==> src/rtl/core/tkc_pkg.sv <==
// ----------------------------------------------------------------------------
// tkc_pkg
// Shared types and constants of the Trivium keystream cipher: state layout,
// register indexes, controller states and the command bundle.
// ----------------------------------------------------------------------------
package tkc_pkg;

    localparam int LEN_A = 93;
    localparam int LEN_B = 84;
    localparam int LEN_C = 111;

    localparam int KEY_LOW_W  = 64;
    localparam int KEY_HIGH_W = 16;
    localparam int CFG_DATA_W = 64;
    localparam int CFG_IDX_W  = 2;
    localparam int BYTE_W     = 8;

    // register indexes of the configuration port
    localparam logic [CFG_IDX_W-1:0] CFG_KEY_LOW  = 2'd0;
    localparam logic [CFG_IDX_W-1:0] CFG_KEY_HIGH = 2'd1;
    localparam logic [CFG_IDX_W-1:0] CFG_IV_LOW   = 2'd2;
    localparam logic [CFG_IDX_W-1:0] CFG_IV_HIGH  = 2'd3;

    // s1..s93 in a, s94..s177 in b, s178..s288 in c; bit k of each is
    // position k of that shift register
    typedef struct packed {
        logic [LEN_C-1:0] c;
        logic [LEN_B-1:0] b;
        logic [LEN_A-1:0] a;
    } state_t;

    typedef enum logic [1:0] {
        ST_IDLE,
        ST_WARM,
        ST_GEN
    } ctrl_state_t;

    typedef struct packed {
        logic load;       // load state from key and IV
        logic hold_byte;  // capture the request byte for later
        logic warm_many;  // advance by the wide round unit, no output
        logic warm_one;   // advance by one round, no output
        logic gen;        // advance by the wide unit and load the result
        logic use_held;   // take the byte from the hold register
    } cmd_t;

endpackage

==> src/rtl/core/trivium_keystream_cipher_top.sv <==
// ----------------------------------------------------------------------------
// trivium_keystream_cipher_top
// Trivium stream cipher, one byte per request.
// ----------------------------------------------------------------------------
// Usage:
//   Write the key and IV through the cfg channel (index 0 key bits 0..63,
//   1 key bits 64..79, 2 IV bits 0..63, 3 IV bits 64..79) while idle.
//   Send bytes on s_tdata; s_tuser high on a request reloads key and IV
//   and runs the warm-up before that byte is handled.
//   Each result on m_tdata is the byte XOR BITS_PER_ITEM keystream bits,
//   the first bit at the MSB.
// Timing:
//   A plain request's result is registered as it is accepted and shows in the
//   next cycle; a new request is taken every cycle while m_tready is high or
//   the result register is empty; the wide round unit advances the state by
//   BITS_PER_ITEM rounds per cycle.
//   A restart request runs the warm-up, wide steps while they fit and single
//   rounds for the rest, then encrypts the held byte; s_tready is low meanwhile.
// Reset clears the state, key and IV to zero; until the first restart the
// keystream is zero. When m_tready is low the result register holds and
// s_tready drops once it is full.
// ----------------------------------------------------------------------------
module trivium_keystream_cipher_top #(
    parameter int WARMUP_ROUNDS = 1152,
    parameter int BITS_PER_ITEM = 8
) (
    input  logic                                clk,
    input  logic                                rst_n,
    input  logic                                s_tvalid,
    output logic                                s_tready,
    input  logic [tkc_pkg::BYTE_W-1:0]          s_tdata,   // [7:0] plain_byte
    input  logic                                s_tuser,   // [0] restart
    output logic                                m_tvalid,
    input  logic                                m_tready,
    output logic [tkc_pkg::BYTE_W-1:0]          m_tdata,   // [7:0] cipher_byte
    input  logic                                cfg_valid,
    output logic                                cfg_ready,
    input  logic [tkc_pkg::CFG_IDX_W-1:0]       cfg_index,
    input  logic [tkc_pkg::CFG_DATA_W-1:0]      cfg_data
);
    import tkc_pkg::*;

    cmd_t cmd;

    assign cfg_ready = 1'b1;

    tkc_ctrl #(
        .WARMUP_ROUNDS (WARMUP_ROUNDS),
        .BITS_PER_ITEM (BITS_PER_ITEM)
    ) u_ctrl (
        .clk      (clk),
        .rst_n    (rst_n),
        .s_tvalid (s_tvalid),
        .s_tuser  (s_tuser),
        .s_tready (s_tready),
        .m_tready (m_tready),
        .m_tvalid (m_tvalid),
        .cmd      (cmd)
    );

    tkc_datapath #(
        .BITS_PER_ITEM (BITS_PER_ITEM)
    ) u_datapath (
        .clk         (clk),
        .rst_n       (rst_n),
        .cmd         (cmd),
        .cfg_write   (cfg_valid && cfg_ready),
        .cfg_index   (cfg_index),
        .cfg_data    (cfg_data),
        .plain_byte  (s_tdata),
        .cipher_byte (m_tdata)
    );

endmodule

==> src/rtl/core/tkc_round.sv <==
// ----------------------------------------------------------------------------
// tkc_round
// Unrolled Trivium update: ROUNDS parallel rounds of the 288-bit state.
// Up to 64 rounds draw only on bits of the present state, so all of them
// are computed side by side.
// ----------------------------------------------------------------------------
module tkc_round #(
    parameter int ROUNDS = 8
) (
    input  tkc_pkg::state_t    cur,
    output tkc_pkg::state_t    nxt,
    output logic [ROUNDS-1:0]  ks    // ks[j] is the bit of round j
);
    import tkc_pkg::*;

    logic [ROUNDS-1:0] fa;
    logic [ROUNDS-1:0] fb;
    logic [ROUNDS-1:0] fc;

    genvar j;
    genvar k;
    generate
        for (j = 0; j < ROUNDS; j++)
        begin : g_round
            logic t1;
            logic t2;
            logic t3;
            assign t1 = cur.a[65-j] ^ cur.a[92-j];
            assign t2 = cur.b[68-j] ^ cur.b[83-j];
            assign t3 = cur.c[65-j] ^ cur.c[110-j];
            assign ks[j] = t1 ^ t2 ^ t3;
            assign fa[j] = t3 ^ (cur.c[108-j] & cur.c[109-j]) ^ cur.a[68-j];
            assign fb[j] = t1 ^ (cur.a[90-j] & cur.a[91-j]) ^ cur.b[77-j];
            assign fc[j] = t2 ^ (cur.b[81-j] & cur.b[82-j]) ^ cur.c[86-j];
        end

        // shift by ROUNDS, the last round's bit ending up at position 0
        for (k = 0; k < LEN_A; k++)
        begin : g_sa
            if (k < ROUNDS)
            begin : g_new
                assign nxt.a[k] = fa[ROUNDS-1-k];
            end
            else
            begin : g_old
                assign nxt.a[k] = cur.a[k-ROUNDS];
            end
        end
        for (k = 0; k < LEN_B; k++)
        begin : g_sb
            if (k < ROUNDS)
            begin : g_new
                assign nxt.b[k] = fb[ROUNDS-1-k];
            end
            else
            begin : g_old
                assign nxt.b[k] = cur.b[k-ROUNDS];
            end
        end
        for (k = 0; k < LEN_C; k++)
        begin : g_sc
            if (k < ROUNDS)
            begin : g_new
                assign nxt.c[k] = fc[ROUNDS-1-k];
            end
            else
            begin : g_old
                assign nxt.c[k] = cur.c[k-ROUNDS];
            end
        end
    endgenerate

endmodule

==> src/rtl/core/tkc_datapath.sv <==
// ----------------------------------------------------------------------------
// tkc_datapath
// Key and IV registers, cipher state, held request byte and result register.
// The key and IV take cfg writes; all else acts only on controller commands.
// ----------------------------------------------------------------------------
module tkc_datapath #(
    parameter int BITS_PER_ITEM = 8
) (
    input  logic                                clk,
    input  logic                                rst_n,
    input  tkc_pkg::cmd_t                       cmd,
    input  logic                                cfg_write,
    input  logic [tkc_pkg::CFG_IDX_W-1:0]       cfg_index,
    input  logic [tkc_pkg::CFG_DATA_W-1:0]      cfg_data,
    input  logic [tkc_pkg::BYTE_W-1:0]          plain_byte,
    output logic [tkc_pkg::BYTE_W-1:0]          cipher_byte
);
    import tkc_pkg::*;

    logic [KEY_LOW_W-1:0]  key_low_reg;
    logic [KEY_HIGH_W-1:0] key_high_reg;
    logic [KEY_LOW_W-1:0]  iv_low_reg;
    logic [KEY_HIGH_W-1:0] iv_high_reg;

    state_t st_reg;
    state_t st_next;
    state_t st_load;
    state_t st_many;
    state_t st_one;

    logic [BITS_PER_ITEM-1:0] ks_many;
    logic [0:0]               ks_one;

    logic [BYTE_W-1:0] byte_reg;
    logic [BYTE_W-1:0] out_reg;
    logic [BYTE_W-1:0] src_byte;
    logic [BYTE_W-1:0] cipher_next;

    tkc_round #(.ROUNDS(BITS_PER_ITEM)) u_round_many (
        .cur (st_reg),
        .nxt (st_many),
        .ks  (ks_many)
    );

    tkc_round #(.ROUNDS(1)) u_round_one (
        .cur (st_reg),
        .nxt (st_one),
        .ks  (ks_one)
    );

    // key in A, IV in B, three ones at the top of C
    always_comb
    begin
        st_load.a = {{(LEN_A - KEY_LOW_W - KEY_HIGH_W){1'b0}}, key_high_reg, key_low_reg};
        st_load.b = {{(LEN_B - KEY_LOW_W - KEY_HIGH_W){1'b0}}, iv_high_reg, iv_low_reg};
        st_load.c = {3'b111, {(LEN_C - 3){1'b0}}};
    end

    always_comb
    begin
        if (cmd.load)
            st_next = st_load;
        else if (cmd.warm_many || cmd.gen)
            st_next = st_many;
        else if (cmd.warm_one)
            st_next = st_one;
        else
            st_next = st_reg;
    end

    assign src_byte = cmd.use_held ? byte_reg : plain_byte;

    // first keystream bit lands on the highest bit of the word; bits above
    // the word width pass through
    genvar b;
    generate
        for (b = 0; b < BYTE_W; b++)
        begin : g_mix
            if (b < BITS_PER_ITEM)
            begin : g_ks
                assign cipher_next[b] = src_byte[b] ^ ks_many[BITS_PER_ITEM-1-b];
            end
            else
            begin : g_pass
                assign cipher_next[b] = src_byte[b];
            end
        end
    endgenerate

    always_ff @(posedge clk or negedge rst_n)
    begin
        if (!rst_n)
        begin
            key_low_reg  <= '0;
            key_high_reg <= '0;
            iv_low_reg   <= '0;
            iv_high_reg  <= '0;
            st_reg       <= '0;
        end
        else
        begin
            st_reg <= st_next;
            if (cfg_write)
            begin
                case (cfg_index)
                    CFG_KEY_LOW:  key_low_reg  <= cfg_data;
                    CFG_KEY_HIGH: key_high_reg <= cfg_data[KEY_HIGH_W-1:0];
                    CFG_IV_LOW:   iv_low_reg   <= cfg_data;
                    CFG_IV_HIGH:  iv_high_reg  <= cfg_data[KEY_HIGH_W-1:0];
                    default:      ;
                endcase
            end
        end
    end

    always_ff @(posedge clk)
    begin
        if (cmd.hold_byte)
            byte_reg <= plain_byte;
        if (cmd.gen)
            out_reg <= cipher_next;
    end

    assign cipher_byte = out_reg;

endmodule

==> src/rtl/core/tkc_ctrl.sv <==
// ----------------------------------------------------------------------------
// tkc_ctrl
// Sequencer of the cipher: takes requests, runs the warm-up count after a
// restart and owns the valid flag of the result register.
// ----------------------------------------------------------------------------
module tkc_ctrl #(
    parameter int WARMUP_ROUNDS = 1152,
    parameter int BITS_PER_ITEM = 8
) (
    input  logic          clk,
    input  logic          rst_n,
    input  logic          s_tvalid,
    input  logic          s_tuser,
    output logic          s_tready,
    input  logic          m_tready,
    output logic          m_tvalid,
    output tkc_pkg::cmd_t cmd
);
    import tkc_pkg::*;

    localparam int CNT_W = $clog2(WARMUP_ROUNDS + 1);
    localparam logic [CNT_W-1:0] WARM_INIT = CNT_W'(WARMUP_ROUNDS);
    localparam logic [CNT_W-1:0] STEP      = CNT_W'(BITS_PER_ITEM);
    localparam logic [CNT_W-1:0] ONE       = CNT_W'(1);

    ctrl_state_t      state_reg;
    ctrl_state_t      state_next;
    logic [CNT_W-1:0] cnt_reg;
    logic [CNT_W-1:0] cnt_next;
    logic             out_valid_reg;
    logic             out_valid_next;
    logic             out_free;

    assign out_free = !out_valid_reg || m_tready;

    always_comb
    begin
        state_next = state_reg;
        cnt_next   = cnt_reg;
        cmd        = '0;
        s_tready   = 1'b0;
        case (state_reg)
            ST_IDLE:
            begin
                s_tready = out_free;
                if (s_tvalid && out_free)
                begin
                    if (s_tuser)
                    begin
                        cmd.load      = 1'b1;
                        cmd.hold_byte = 1'b1;
                        cnt_next      = WARM_INIT;
                        state_next    = ST_WARM;
                    end
                    else
                    begin
                        cmd.gen = 1'b1;
                    end
                end
            end
            ST_WARM:
            begin
                // wide steps while they fit, single rounds for the rest
                if (cnt_reg >= STEP)
                begin
                    cmd.warm_many = 1'b1;
                    cnt_next      = cnt_reg - STEP;
                end
                else
                begin
                    cmd.warm_one = 1'b1;
                    cnt_next     = cnt_reg - ONE;
                end
                if (cnt_next == '0)
                    state_next = ST_GEN;
            end
            ST_GEN:
            begin
                if (out_free)
                begin
                    cmd.gen      = 1'b1;
                    cmd.use_held = 1'b1;
                    state_next   = ST_IDLE;
                end
            end
            default:
            begin
                state_next = ST_IDLE;
            end
        endcase
    end

    always_comb
    begin
        if (cmd.gen)
            out_valid_next = 1'b1;
        else if (m_tready)
            out_valid_next = 1'b0;
        else
            out_valid_next = out_valid_reg;
    end

    always_ff @(posedge clk or negedge rst_n)
    begin
        if (!rst_n)
        begin
            state_reg     <= ST_IDLE;
            cnt_reg       <= '0;
            out_valid_reg <= 1'b0;
        end
        else
        begin
            state_reg     <= state_next;
            cnt_reg       <= cnt_next;
            out_valid_reg <= out_valid_next;
        end
    end

    assign m_tvalid = out_valid_reg;

`ifndef SYNTHESIS
    a_warm_cnt_live: assert property (@(posedge clk) disable iff (!rst_n)
        state_reg == ST_WARM |-> cnt_reg != '0)
        else $error("warm-up running with an empty count");

    a_restart_loads: assert property (@(posedge clk) disable iff (!rst_n)
        s_tvalid && s_tready && s_tuser |=> state_reg == ST_WARM && cnt_reg == WARM_INIT)
        else $error("restart request did not start the warm-up");

    a_gen_shows: assert property (@(posedge clk) disable iff (!rst_n)
        cmd.gen |=> out_valid_reg)
        else $error("result not presented after generation");

    a_one_cmd: assert property (@(posedge clk) disable iff (!rst_n)
        $onehot0({cmd.load, cmd.warm_many, cmd.warm_one, cmd.gen}))
        else $error("conflicting state update commands");
`endif

endmodule

==> config.mk <==
export PLATFORM = sky130hd
export DESIGN_NAME = trivium_keystream_cipher_top
export DESIGN_NICKNAME = d
export VERILOG_FILES = /design/src/rtl/core/tkc_pkg.sv /design/src/rtl/core/trivium_keystream_cipher_top.sv /design/src/rtl/core/tkc_round.sv /design/src/rtl/core/tkc_datapath.sv /design/src/rtl/core/tkc_ctrl.sv
export SDC_FILE = /design/constraint.sdc
export NUM_CORES = 1
export LEC_CHECK = 0
export ABC_AREA = 1
export BUFFER_PORTS_ARGS = -buffer_cell sky130_fd_sc_hd__buf_4
export CORE_ASPECT_RATIO = 0.75
export CORE_MARGIN = 1.5
export CORE_UTILIZATION = 50
export CTS_BUF_LIST = sky130_fd_sc_hd__clkbuf_16
export DETAILED_ROUTE_END_ITERATION = 7
export GPL_TIMING_DRIVEN = 1
export PLACE_DENSITY = 0.67
export SLEW_MARGIN = 20
export SYNTH_ARGS = -nofsm -noshare
export SYNTH_HDL_FRONTEND = slang
export SYNTH_SLANG_ARGS = --single-unit
==> constraint.sdc <==
create_clock -name clk -period 3.45 [get_ports clk]
set_clock_uncertainty 0.2 [all_clocks]
set_input_delay 0 -clock clk [delete_from_list [all_inputs] [get_ports clk]]
set_output_delay 0 -clock clk [all_outputs]
set_load 0.005 [all_outputs]
==> flow_summary.toml <==
[clock_network]
clk_latency_ns = 0.57
htree_levels = 2
cts_tree = "yes"
root_buffer = "clkbuf_16"
cts.path.max_buffers = 3
cts.sinks = 478
cts_resized = 0
cts_made_buffers = 49
cts.clk_slew.worst_paths_ns = 0.07

[synth]
ys_types = 37
seq_area_frac_synth = 0.540
yosysWarnings = 0
synthCells = 2587
ys_ff_latch = 478
synth.net_count = 2670
syn-cell-area_um2 = 22300
avgSynthCellArea_um2 = 8.62

[cells_and_area]
multi_input_area_um2 = 9000
antennaDiodeCount = 0
nNetsFinal = 2760
syn_to_final_growth_pct = 16.1
drive_above_1_share = 0.0792
fillers = 3744
seq_area_um2 = 12000
largest_reg_flops = 288

[global_routing]
track_usage = 0.282
grt_overflow = 0
use_met3 = 0.0623
grt_pass1_vias = 18237
grt_pass1_wl_mm = 102
grtUsageMet1 = 0.435
grt-busiest-layer = "met1"
use_met2 = 0.401
grt_max_degree = 161
antenna_found_initial = 1

[die]
std_cell_rows = 66
dieArea_um2 = 45900
start_util = 0.510
fp.coreArea_um2 = 43700
die_h_um = 186
die_w_um = 247
ios = 91

[placement]
dp_slack_ns = 0.636
io_buffers = 89
gp_congestion = 0.896
dp_hpwl_mm = 39.9

[timing]
whs_ns = -0.0270
finalWorstSetupSlack_ns = 0.229
slew-limit-headroom = 0.451
rsz0062_at_grt = "no"
max_freq_mhz = 311
worst_slew_pin_slew_ns = 0.824
final-setup-viol-count = 0
hold_viol = 14
slew_violations = 0
post-route-period-util = 0.934
period_needed_ns = 3.22
fin_tns_setup_ns = 0

[worst_setup_path]
arrival_ns = 3.50
cp.required_ns = 3.72
crit_start = "u_ctrl.state_reg[0]"
reg2reg_depth = 12
r2r_end = "u_datapath.st_reg[273]"
critPathCaptureType = "register"
timing.rr.start = "u_ctrl.state_reg[0]"
criticalPathCategory = "reg -> reg"
rrSetupSlack_ns = 0.23
cp_max_fo = 88
critPathLaunchType = "register"
setup.worst_path.end = "u_datapath.st_reg[273]"

[pwr]
power_leakage_nw = 11.4
p_per_area_nw_per_um2 = 800
max-vdd-ir-drop_v = 0.000471
finalPower_w = 0.0207

[job]
drv_cap = 0

[route]
routedWlPerCell_um = 19.4
dr.pass1.iters = 6
drc = 0
avgViaCountPerCell = 5.82
ant_nets = 0
wl_mm = 63.9
vias = 19169
drt_iter0_drc = 2405

[hold_path]
hold_path_class = "in -> reg"

[status]
status = "complete, but fails checks"
violations = "negative hold slack"
## cell families (layout without fill, tap and decap cells)
kind of cell | Yosys count | count (layout) | share of synthesized area
buffers and inverters | 303 | 430 | 0.0580
other | 1 | 1 | 0.000168
adder cells (fa/ha/maj) | 3 | 3 | 0.00168
multiplexers | 8 | 8 | 0.00359
XOR/XNOR | 98 | 98 | 0.0385
AO/OA/AOI/OAI | 857 | 857 | 0.210
flip-flops | 478 | 478 | 0.540
AND/OR/NAND/NOR | 839 | 839 | 0.148
## cell usage in the layout (no fill, tap or decap), types with 3 or more instances in the layout
master and n:
nor2_8 3, nor2_2 4, clkinvlp_4 3, a21oi_1 27
xnor2_1 37, mux2i_1 8, edfxtp_1 16, o21ai_1 143
a22oi_1 105, nor2_1 290, clkinv_2 7, nand2_2 3
o22ai_1 14, nand2_4 5, o221ai_1 6, inv_1 131
dfrtp_1 462, o21ai_0 526, clkbuf_16 50, inv_6 4
xor2_1 61, a31oi_1 3, nand3_1 29, nand4_1 3
ha_1 3, clkinv_1 11, nand2_1 496, o211ai_1 31
buf_4 104, buf_12 21, dlygate4sd3_1 93
## report_power, final
part | total, W | switching [W] | internal [W] | leakage (nW)
sequential | 0.0101 | 0.00226 | 0.00781 | 5.65
combinational | 0.00563 | 0.00318 | 0.00244 | 5.03
clock | 0.00501 | 0.00224 | 0.00277 | 0.772
total | 0.0207 | 0.00768 | 0.0130 | 11.4
## worst max-delay path: stages (launching register included)
cell and delay [ns]:
dfrtp_1 0.38, inv_1 0.09, nand2_1 0.10, nor2_1 0.15
nand2_1 0.06, dlygate4sd3_1 0.61, nand2_4 0.22, nor2_8 0.10
inv_6 0.14, buf_12 0.32, buf_12 0.30, o21ai_0 0.15
o21ai_0 0.23
## cell usage after synthesis, drive strengths merged
master  instances  area [µm²]
nor3            1        5.00
xnor2          37         324
dfrtp         462       11600
o31ai           2        15.0
conb            1        3.75
clkinv          2        8.75
a22oi         105         788
o211ai         31         233
clkbuf         99         373
nand4           3        18.8
inv           120         453
nand2         505        1930
edfxtp         16         480
mux2i           8        80.1
a21oi          27         135
nand3          31         155
buf            82         459
ha              3        37.5
a31oi           3        18.8
xor2           61         534
o21ai         669        3350
o221ai          6        52.6
o22ai          14        87.6
nor2          299        1190
## routing by layer
layer	vias up	routed length [µm]	part of all wire
met1	9404	29900	0.47
met3	84	6230	0.098
met2	853	26600	0.42
met5	-	92	0.0014
li1	8826	-	-
met4	2	1020	0.016
## area by class of cell
cell class | instances | area share
clock buffer | 50 | 0.0483
inverter | 122 | 0.0185
multi-input combinational | 1806 | 0.348
timing repair buffer | 220 | 0.0840
clock inverter | 38 | 0.00870
tap | 578 | 0.0279
sequential | 478 | 0.465
## repair_timing
item | CTS | global route
hold buffers | 95 | 0
setup endpoints to repair | 0 | 0
hold endpoints to repair | 648 | 0
buffers inserted | 0 | 0
## through the flow
step           instance area (µm²)  hold slack [ns]   util  cells
2_1_floorplan                22300           -0.496      -   2587
3_3_place_gp                 23400           -0.224  0.536   3109
3_5_place_dp                 23400           -0.225  0.536   3109
4_1_cts                      25900           0.0341  0.593   3292
5_1_grt                      25900           0.0292  0.593   3292
6_report                     25900          -0.0270  0.593   3292
## worst min path at each step
stage | start | to | slack, ns | depth (start not counted)
2_1_floorplan | rst_n | u_ctrl.cnt_reg[0] | -0.50 | 0
5_1_grt | cfg_index[0] | u_datapath.key_high_reg[15] | 0.03 | 3
3_5_place_dp | rst_n | u_datapath.key_low_reg[13] | -0.22 | 1
6_report | cfg_index[0] | u_datapath.key_high_reg[10] | -0.03 | 4
3_3_place_gp | rst_n | u_datapath.key_low_reg[14] | -0.22 | 1
4_1_cts | cfg_data[46] | u_datapath.iv_low_reg[46] | 0.03 | 4
No activity file was read; power rests on OpenSTA's default activity.
